--- src/hw/rtl/byte_stack_push_pop_assert.svh ---
// ----------------------------------------------------------------------------
// Assertion macros for the byte stack.
// Each macro expects clk and rst in scope and is disabled while rst is high.
// ----------------------------------------------------------------------------
`ifndef BYTE_STACK_PUSH_POP_ASSERT_SVH
`define BYTE_STACK_PUSH_POP_ASSERT_SVH

// The condition holds at every clock edge.
`define BSP_ASSERT_ALWAYS(label, cond, msg) \
  label: assert property (@(posedge clk) disable iff (rst) (cond)) else $error(msg);

// The consequent holds in the same cycle as the antecedent.
`define BSP_ASSERT_IMP(label, ante, cons, msg) \
  label: assert property (@(posedge clk) disable iff (rst) (ante) |-> (cons)) \
    else $error(msg);

// The consequent holds in the cycle after the antecedent.
`define BSP_ASSERT_NEXT(label, ante, cons, msg) \
  label: assert property (@(posedge clk) disable iff (rst) (ante) |=> (cons)) \
    else $error(msg);

`endif

--- src/hw/rtl/bsp_pkg.sv ---
// ----------------------------------------------------------------------------
// bsp_pkg
// Types and codes shared by the byte stack, its channels and its testbench.
// ----------------------------------------------------------------------------
package bsp_pkg;

  localparam int NUM_BANKS = 8;
  localparam int BANK_W    = 3;
  localparam int FILL_W    = 9;

  typedef enum logic [1:0] {
    MODE_PUSH = 2'd0,
    MODE_PEEK = 2'd1,
    MODE_POP  = 2'd2,
    MODE_NONE = 2'd3
  } mode_t;

  typedef enum logic [1:0] {
    ST_OK        = 2'd0,
    ST_OVERFLOW  = 2'd1,
    ST_UNDERFLOW = 2'd2
  } status_t;

  typedef enum logic {
    S_IDLE,
    S_READ
  } state_t;

  typedef struct packed {
    logic [1:0]  mode;
    logic [3:0]  byte_count;
    logic [63:0] write_bytes;
  } req_t;

  typedef struct packed {
    logic [63:0]       read_bytes;
    logic [1:0]        status;
    logic [FILL_W-1:0] fill_level;
  } rsp_t;

endpackage

--- src/hw/rtl/bsp_req_if.sv ---
// ----------------------------------------------------------------------------
// bsp_req_if
// Request channel of the byte stack: valid, ready and one request.
// ----------------------------------------------------------------------------
interface bsp_req_if import bsp_pkg::*; ();
  logic valid;
  logic ready;
  req_t data;

  modport source (output valid, output data, input ready);
  modport sink (input valid, input data, output ready);
endinterface

--- src/hw/rtl/bsp_rsp_if.sv ---
// ----------------------------------------------------------------------------
// bsp_rsp_if
// Response channel of the byte stack: valid, ready and one result.
// ----------------------------------------------------------------------------
interface bsp_rsp_if import bsp_pkg::*; ();
  logic valid;
  logic ready;
  rsp_t data;

  modport source (output valid, output data, input ready);
  modport sink (input valid, input data, output ready);
endinterface

--- src/hw/rtl/byte_stack_push_pop.sv ---
// Timing: an accepted request is read from the byte banks into their read
// registers; the aligned result is then loaded into the output register once
// that register is free or its result is taken. No new request is taken before then.
// Reset: the top pointer is cleared and the output register empties.
// The byte store is not cleared; entries are defined once pushed.
// ----------------------------------------------------------------------------
// byte_stack_push_pop
// Byte-granular stack held in eight byte-wide memory banks, so that all
// bytes of one push, peek or pop are written or read in a single access.
// ----------------------------------------------------------------------------
`include "byte_stack_push_pop_assert.svh"

module byte_stack_push_pop import bsp_pkg::*; #(
  parameter int CAPACITY  = 256,
  parameter int MAX_BYTES = 8
) (
  input  logic        clk,
  input  logic        rst,
  bsp_req_if.sink     req,
  bsp_rsp_if.source   rsp
);

  localparam int PTR_W = $clog2(CAPACITY + 1);
  localparam int ROWS  = (CAPACITY + NUM_BANKS - 1) / NUM_BANKS;
  localparam int ROW_W = (ROWS > 1) ? $clog2(ROWS) : 1;
  localparam logic [3:0] MAX_CNT = 4'(MAX_BYTES);

  state_t state_q, state_next;

  logic [PTR_W-1:0]  top_q, top_next;
  status_t           st_q;
  logic              rd_ok_q;
  logic [3:0]        cnt_q;
  logic [BANK_W-1:0] lo_q;
  logic [FILL_W-1:0] fill_q;

  logic              accept;
  logic              load;
  logic              is_push, is_read;
  logic [3:0]        cnt;
  logic [PTR_W:0]    push_sum;
  logic [PTR_W-1:0]  base;
  logic              overflow, underflow;
  status_t           st_c;

  logic [7:0]        bank_rd [NUM_BANKS];
  logic [63:0]       rdata;

  assign accept = req.valid && req.ready;

  always_comb begin
    cnt       = (req.data.byte_count > MAX_CNT) ? MAX_CNT : req.data.byte_count;
    is_push   = (req.data.mode == MODE_PUSH);
    is_read   = (req.data.mode == MODE_PEEK) || (req.data.mode == MODE_POP);
    push_sum  = {1'b0, top_q} + (PTR_W + 1)'(cnt);
    overflow  = is_push && (push_sum > (PTR_W + 1)'(CAPACITY));
    underflow = is_read && (PTR_W'(cnt) > top_q);
    base      = top_q - PTR_W'(cnt);
    st_c      = overflow ? ST_OVERFLOW : (underflow ? ST_UNDERFLOW : ST_OK);
    top_next  = top_q;
    if (is_push && !overflow) begin
      top_next = push_sum[PTR_W-1:0];
    end else if ((req.data.mode == MODE_POP) && !underflow) begin
      top_next = base;
    end
  end

  for (genvar b = 0; b < NUM_BANKS; b++) begin : g_bank
    logic [BANK_W-1:0] off_w, off_r;
    logic [PTR_W-2:0]  row_w, row_r;
    logic              we;

    always_comb begin
      off_w = BANK_W'(b) - top_q[BANK_W-1:0];
      off_r = BANK_W'(b) - base[BANK_W-1:0];
      row_w = (PTR_W - 1)'(top_q[PTR_W-1:BANK_W])
              + (PTR_W - 1)'(BANK_W'(b) < top_q[BANK_W-1:0]);
      row_r = (PTR_W - 1)'(base[PTR_W-1:BANK_W])
              + (PTR_W - 1)'(BANK_W'(b) < base[BANK_W-1:0]);
      we    = accept && is_push && !overflow && ({1'b0, off_w} < cnt);
    end

    bsp_ram #(
      .WIDTH (8),
      .DEPTH (ROWS)
    ) u_bank (
      .clk     (clk),
      .wr_en   (we),
      .wr_addr (row_w[ROW_W-1:0]),
      .wr_data (req.data.write_bytes[{off_w, 3'b000} +: 8]),
      .rd_en   (accept),
      .rd_addr (row_r[ROW_W-1:0]),
      .rd_data (bank_rd[b])
    );
  end

  always_comb begin
    rdata = '0;
    for (int i = 0; i < NUM_BANKS; i++) begin
      if (rd_ok_q && (4'(i) < cnt_q)) begin
        rdata[8*i +: 8] = bank_rd[lo_q + BANK_W'(i)];
      end
    end
  end

  always_comb begin
    state_next = state_q;
    req.ready  = 1'b0;
    load       = 1'b0;
    unique case (state_q)
      S_IDLE: begin
        req.ready = 1'b1;
        if (req.valid) begin
          state_next = S_READ;
        end
      end
      S_READ: begin
        if (!rsp.valid || rsp.ready) begin
          load       = 1'b1;
          state_next = S_IDLE;
        end
      end
      default: state_next = S_IDLE;
    endcase
  end

  always_ff @(posedge clk) begin
    if (rst) begin
      state_q   <= S_IDLE;
      top_q     <= '0;
      rsp.valid <= 1'b0;
    end else begin
      state_q <= state_next;
      if (accept) begin
        top_q <= top_next;
      end
      if (load) begin
        rsp.valid <= 1'b1;
      end else if (rsp.ready) begin
        rsp.valid <= 1'b0;
      end
    end
  end

  always_ff @(posedge clk) begin
    if (accept) begin
      st_q    <= st_c;
      rd_ok_q <= is_read && !underflow;
      cnt_q   <= cnt;
      lo_q    <= base[BANK_W-1:0];
      fill_q  <= FILL_W'(top_next);
    end
    if (load) begin
      rsp.data.read_bytes <= rdata;
      rsp.data.status     <= st_q;
      rsp.data.fill_level <= fill_q;
    end
  end

  `BSP_ASSERT_ALWAYS(a_top_in_range, top_q <= PTR_W'(CAPACITY),
    "top pointer exceeds capacity")
  `BSP_ASSERT_IMP(a_refused_keeps_top, (state_q == S_READ) && (st_q != ST_OK),
    top_q == $past(top_q), "refused transaction changed the top pointer")
  `BSP_ASSERT_NEXT(a_accept_to_read, accept, state_q == S_READ,
    "accepted transaction did not start a memory read")

endmodule

--- src/hw/rtl/bsp_ram.sv ---
// ----------------------------------------------------------------------------
// bsp_ram
// Simple dual-port RAM with one write port and one registered read port.
// ----------------------------------------------------------------------------
module bsp_ram #(
  parameter int WIDTH = 8,
  parameter int DEPTH = 32
) (
  input  logic                                   clk,
  input  logic                                   wr_en,
  input  logic [((DEPTH > 1) ? $clog2(DEPTH) : 1)-1:0] wr_addr,
  input  logic [WIDTH-1:0]                       wr_data,
  input  logic                                   rd_en,
  input  logic [((DEPTH > 1) ? $clog2(DEPTH) : 1)-1:0] rd_addr,
  output logic [WIDTH-1:0]                       rd_data
);

  logic [WIDTH-1:0] mem [DEPTH];

  always_ff @(posedge clk) begin
    if (wr_en) begin
      mem[wr_addr] <= wr_data;
    end
    if (rd_en) begin
      rd_data <= mem[rd_addr];
    end
  end

endmodule

--- src/flat_wrapper.sv ---
// flat-port wrapper written by rule: the top's interface ports become plain ports
module byte_stack_push_pop_flat import bsp_pkg::*;
#(
  parameter int CAPACITY  = 256,
  parameter int MAX_BYTES = 8
)
  (clk, rst, req_valid, req_data, req_ready, rsp_valid, rsp_data, rsp_ready);
  bsp_req_if req_i ();
  bsp_rsp_if rsp_i ();
  input  logic clk;
  input  logic rst;
  input wire logic [$bits(req_i.valid)-1:0] req_valid;
  input wire logic [$bits(req_i.data)-1:0] req_data;
  output wire logic [$bits(req_i.ready)-1:0] req_ready;
  output wire logic [$bits(rsp_i.valid)-1:0] rsp_valid;
  output wire logic [$bits(rsp_i.data)-1:0] rsp_data;
  input wire logic [$bits(rsp_i.ready)-1:0] rsp_ready;
  assign req_i.valid = req_valid;
  assign req_i.data = req_data;
  assign req_ready = req_i.ready;
  assign rsp_valid = rsp_i.valid;
  assign rsp_data = rsp_i.data;
  assign rsp_i.ready = rsp_ready;
  byte_stack_push_pop #(.CAPACITY(CAPACITY), .MAX_BYTES(MAX_BYTES)) u_core (.clk(clk), .rst(rst), .req(req_i), .rsp(rsp_i));
endmodule
--- config.mk ---
export PLATFORM = sky130hd
export DESIGN_NAME = byte_stack_push_pop_flat
export DESIGN_NICKNAME = d
export VERILOG_FILES = /design/src/hw/rtl/bsp_pkg.sv /design/src/hw/rtl/bsp_req_if.sv /design/src/hw/rtl/bsp_rsp_if.sv /design/src/hw/rtl/byte_stack_push_pop.sv /design/src/hw/rtl/bsp_ram.sv /design/src/flat_wrapper.sv
export VERILOG_INCLUDE_DIRS = /design/src /design/src/hw/rtl
export SDC_FILE = /design/constraint.sdc
export NUM_CORES = 2
export LEC_CHECK = 0
export BUFFER_PORTS_ARGS = -buffer_cell sky130_fd_sc_hd__buf_4
export CORE_MARGIN = 2
export CORE_UTILIZATION = 35
export CTS_CLUSTER_SIZE = 12
export DETAILED_ROUTE_END_ITERATION = 10
export GPL_TIMING_DRIVEN = 0
export PLACE_DENSITY = 0.53
export SYNTH_ARGS = -nofsm -noshare
export SYNTH_HDL_FRONTEND = slang
export SYNTH_SLANG_ARGS = --single-unit
export TNS_END_PERCENT = 50
--- constraint.sdc ---
create_clock -name clk -period 12.35 [get_ports clk]
set_clock_uncertainty 0.2 [all_clocks]
set_input_delay 0.6175 -clock clk [delete_from_list [all_inputs] [get_ports clk]]
set_output_delay 0.6175 -clock clk [all_outputs]
set_load 0.005 [all_outputs]
==> impl_metrics.py <==
metrics = {
    "route": {
        "met3_length_um": 16400,
        "wirelength_met1_um": 112700,
        "routed-via-count": 48430,
        "antenna_left": 0,
        "drt-total-wl_um": 267900,
        "wl_met2_um": 128000,
        "via_per_inst": 5.443,
        "first_pass_iters": 6,
        "top_layer_used": "met5",
        "route.detailed.drc": 0,
        "drtIter0Drc": 5251,
        "post_drt_wl_per_cell_um": 30.11,
    },
    "die": {
        "die_w_um": 517.7,
        "ios": 151,
        "dieArea_um2": 268000,
        "num_rows": 188,
        "coreArea_um2": 262500,
        "initial_core_util": 0.3518,
        "die_h_um": 517.7,
    },
    "sta": {
        "maxSlewHeadroom": 0.03634,
        "max_freq_mhz": 108.9,
        "drv_slew": 0,
        "hold_viol": 0,
        "fin_crit_sh": 0.7436,
        "grt_setup_unrepaired": "no",
        "setup_violations": 0,
        "worstMarginPinSlew_ps": 1445,
        "final.min_clock_period_ps": 9183,
        "whs_ps": 228.4,
        "fin_tns_setup_ps": 0,
    },
    "synth": {
        "synth_cell_type_count": 88,
        "synth_area_um2": 92350,
        "ys.warnings.count": 0,
        "avgSynthCellArea_um2": 19.33,
        "synth-main-ff-cell": "edfxtp_1",
        "synth-seq-cells": 2217,
        "syn_nets": 4911,
        "yosysTopAreaCellShare": 0.7173,
        "synth_cells": 4778,
        "synthTopCellsByArea": "edfxtp_1, mux4_2, nand2_1, nor2_1, a211oi_1",
        "synthArstFlopShare": 0,
        "yosys.area.top_type": "edfxtp_1",
        "synth_edf_count": 2206,
        "yosysSeqAreaShare": 0.7197,
    },
    "setup_path": {
        "critPathSlowestCell": "clkbuf_1",
        "cp_slowest_stage_delay_ps": 820,
        "path_depth": 16,
        "path_cells": "clkbuf_1 > clkbuf_1 > buf_1 > inv_1 > ha_1 > nor2_1 > o21ai_2 > xnor2_1 > buf_2 > buf_2 > ha_1 > clkbuf_1 > clkbuf_1 > mux4_2 > mux4_2 > mux2_2",
        "path_class": "register to register",
        "rr_worst_depth": 16,
        "worstPathBufferInverterCount": 8,
        "critical_path_arrival_ps": 9600,
        "worst-path-max-fanout": 15,
        "path_common_cell": "clkbuf_1",
        "end_kind": "register",
        "cpLargestDelayFamily": "buffers and inverters",
        "crit_path_start_kind": "register",
        "critPathRequiredTime_ps": 12770,
    },
    "grt": {
        "antenna_found_initial": 44,
        "grt.overflow.total": 0,
        "grtUsageTotal": 0.1965,
        "grt_max_degree": 49,
        "grt_pass1_vias": 48350,
        "grt_pass1_wl_um": 373800,
    },
    "power": {
        "p_sw_mw": 7.468,
        "p_seq_frac": 0.398,
        "p_int_mw": 15.45,
        "irDropWorstVdd_mv": 0.1663,
        "clockPowerShare": 0.290,
        "power_switching_share": 0.3258,
        "power.density_nw_per_um2": 217.1,
        "comb_power_share": 0.312,
        "p_leak_nw": 33.19,
    },
    "cts": {
        "clk_latency_ps": 900,
        "clockRootBuffer": "clkbuf_16",
        "clk_path_buf_depth": 3,
        "clock_sinks": 2217,
        "ctsHtreeMaxLevel": 4,
        "cts_tree": "built",
        "cts_setup_buffers": 0,
        "numCtsBuffers": 231,
        "path_clk_slew_ps": 60,
    },
    "job": {
        "maxCapViolCount": 0,
    },
    "place": {
        "dpl_cell_area_um2": 98270,
        "dp_hpwl_um": 187900,
        "gp_congestion": 0.9061,
        "portBuffers": 150,
        "placed_cells": 8458,
    },
    "cells_and_area": {
        "instances_no_fill": 8898,
        "syn_to_final_growth_pct": 14.32,
        "final_util": 0.4022,
        "final_nets": 5314,
        "final_cell_mix": "edfxtp_1, mux4_2, nand2_1, nor2_1, clkbuf_16",
        "drive_gt1_frac": 0.2475,
        "final_common_cell": "edfxtp_1",
        "fin_area_um2": 105600,
    },
    "worst_hold_path": {
        "hold_path.class": "register to register",
        "min_path_cells": 0,
    },
    "outcome": {
        "status": "completed",
    },
}
==> final timing paths <==
path | from | endpoint | slack [ps]
worst max register to register | u_core.top_q[1]$_SDFFE_PP0P_ | u_core.g_bank[2].u_bank.rd_data[7]$_DFFE_PP_ | 3170
worst min-delay path | u_core.fill_q[4]$_DFFE_PP_ | u_core.rsp.data[4]$_DFFE_PP_ | 230
worst max-delay path | u_core.top_q[1]$_SDFFE_PP0P_ | u_core.g_bank[2].u_bank.rd_data[7]$_DFFE_PP_ | 3170
worst min register to register | u_core.fill_q[4]$_DFFE_PP_ | u_core.rsp.data[4]$_DFFE_PP_ | 230
==> cells in the mapped netlist (all sizes together) (12+ instances only) <==
library cell / n
a211oi: 100
a21oi: 75
a311oi: 33
a31oi: 40
and2: 68
buf: 112
clkbuf: 154
edfxtp: 2206
ha: 56
inv: 30
mux2: 48
mux2i: 47
mux4: 672
nand2: 527
nand2b: 23
nand3: 22
nand4b: 12
nor2: 328
nor3: 12
or2: 15
xnor2: 51
xor2: 19
==> kinds of logic (layout without fill, tap and decap cells) <==
family,Yosys count,after routing,synth area share
multiplexers,767,767,0.1748
adder cells (fa/ha/maj),59,59,0.008237
AND/OR/NAND/NOR,1055,1055,0.04956
XOR/XNOR,71,71,0.009646
other,0,25,0
buffers and inverters,301,881,0.01424
AO/OA/AOI/OAI,308,308,0.02380
flip-flops,2217,2217,0.7197
==> power groups by stage <==
stage | sequential, mW | clock (mW) | combinational [mW]
after CTS | 9.11 | 6.79 | 7.21
final | 9.12 | 6.65 | 7.16
after detailed placement | 9.27 | 0 | 7.19
after global routing | 9.12 | 7.08 | 7.53
after global placement | 9.28 | 0 | 7.09
after floorplan | 9.14 | 0 | 4.37
==> state kept, by name, summed over array words and instances, names as in the netlist <==
register / cells
u_core.cnt_q: 4
u_core.fill_q: 9
u_core.g_bank.u_bank.mem: 2048
u_core.g_bank.u_bank.rd_data: 64
u_core.lo_q: 3
u_core.rd_ok_q: 1
u_core.rsp.data: 75
u_core.rsp.valid: 1
u_core.st_q: 2
u_core.state_q: 1
u_core.top_q: 9
==> cell type report <==
| type | instances | area [um2] |
|---|---|---|
| diodes | 25 | 62.56 |
| plain buffers | 266 | 1190 |
| clock buffers | 301 | 6043 |
| clock inverters | 109 | 1110 |
| fillers | 23470 | 156900 |
| inverters | 35 | 131.4 |
| multi-input cells | 2260 | 24650 |
| flip-flops and latches | 2217 | 66460 |
| well taps | 3515 | 4398 |
| repair buffers | 170 | 1526 |
==> stage by stage <==
step	power [mW]	worst slack (ps)
2_1_floorplan	13.51	6006
3_3_place_gp	16.37	2483
3_5_place_dp	16.45	3134
4_1_cts	23.12	3098
5_1_grt	23.73	2741
6_report	22.92	3167
==> per-layer routing <==
| metal | up-vias | GRT usage |
|---|---|---|
| met4 | 6 | 0.07407 |
| met3 | 431 | 0.03359 |
| li1 | 20290 | - |
| met1 | 25870 | 0.2686 |
| met2 | 1836 | 0.3153 |
| met5 | - | 0 |
==> timing repair <==
item	CTS	global route
endpoints found under the hold margin	8	0
hold buffers	4	0
gates resized for setup	0	0
No activity file was read; power rests on OpenSTA's default activity.
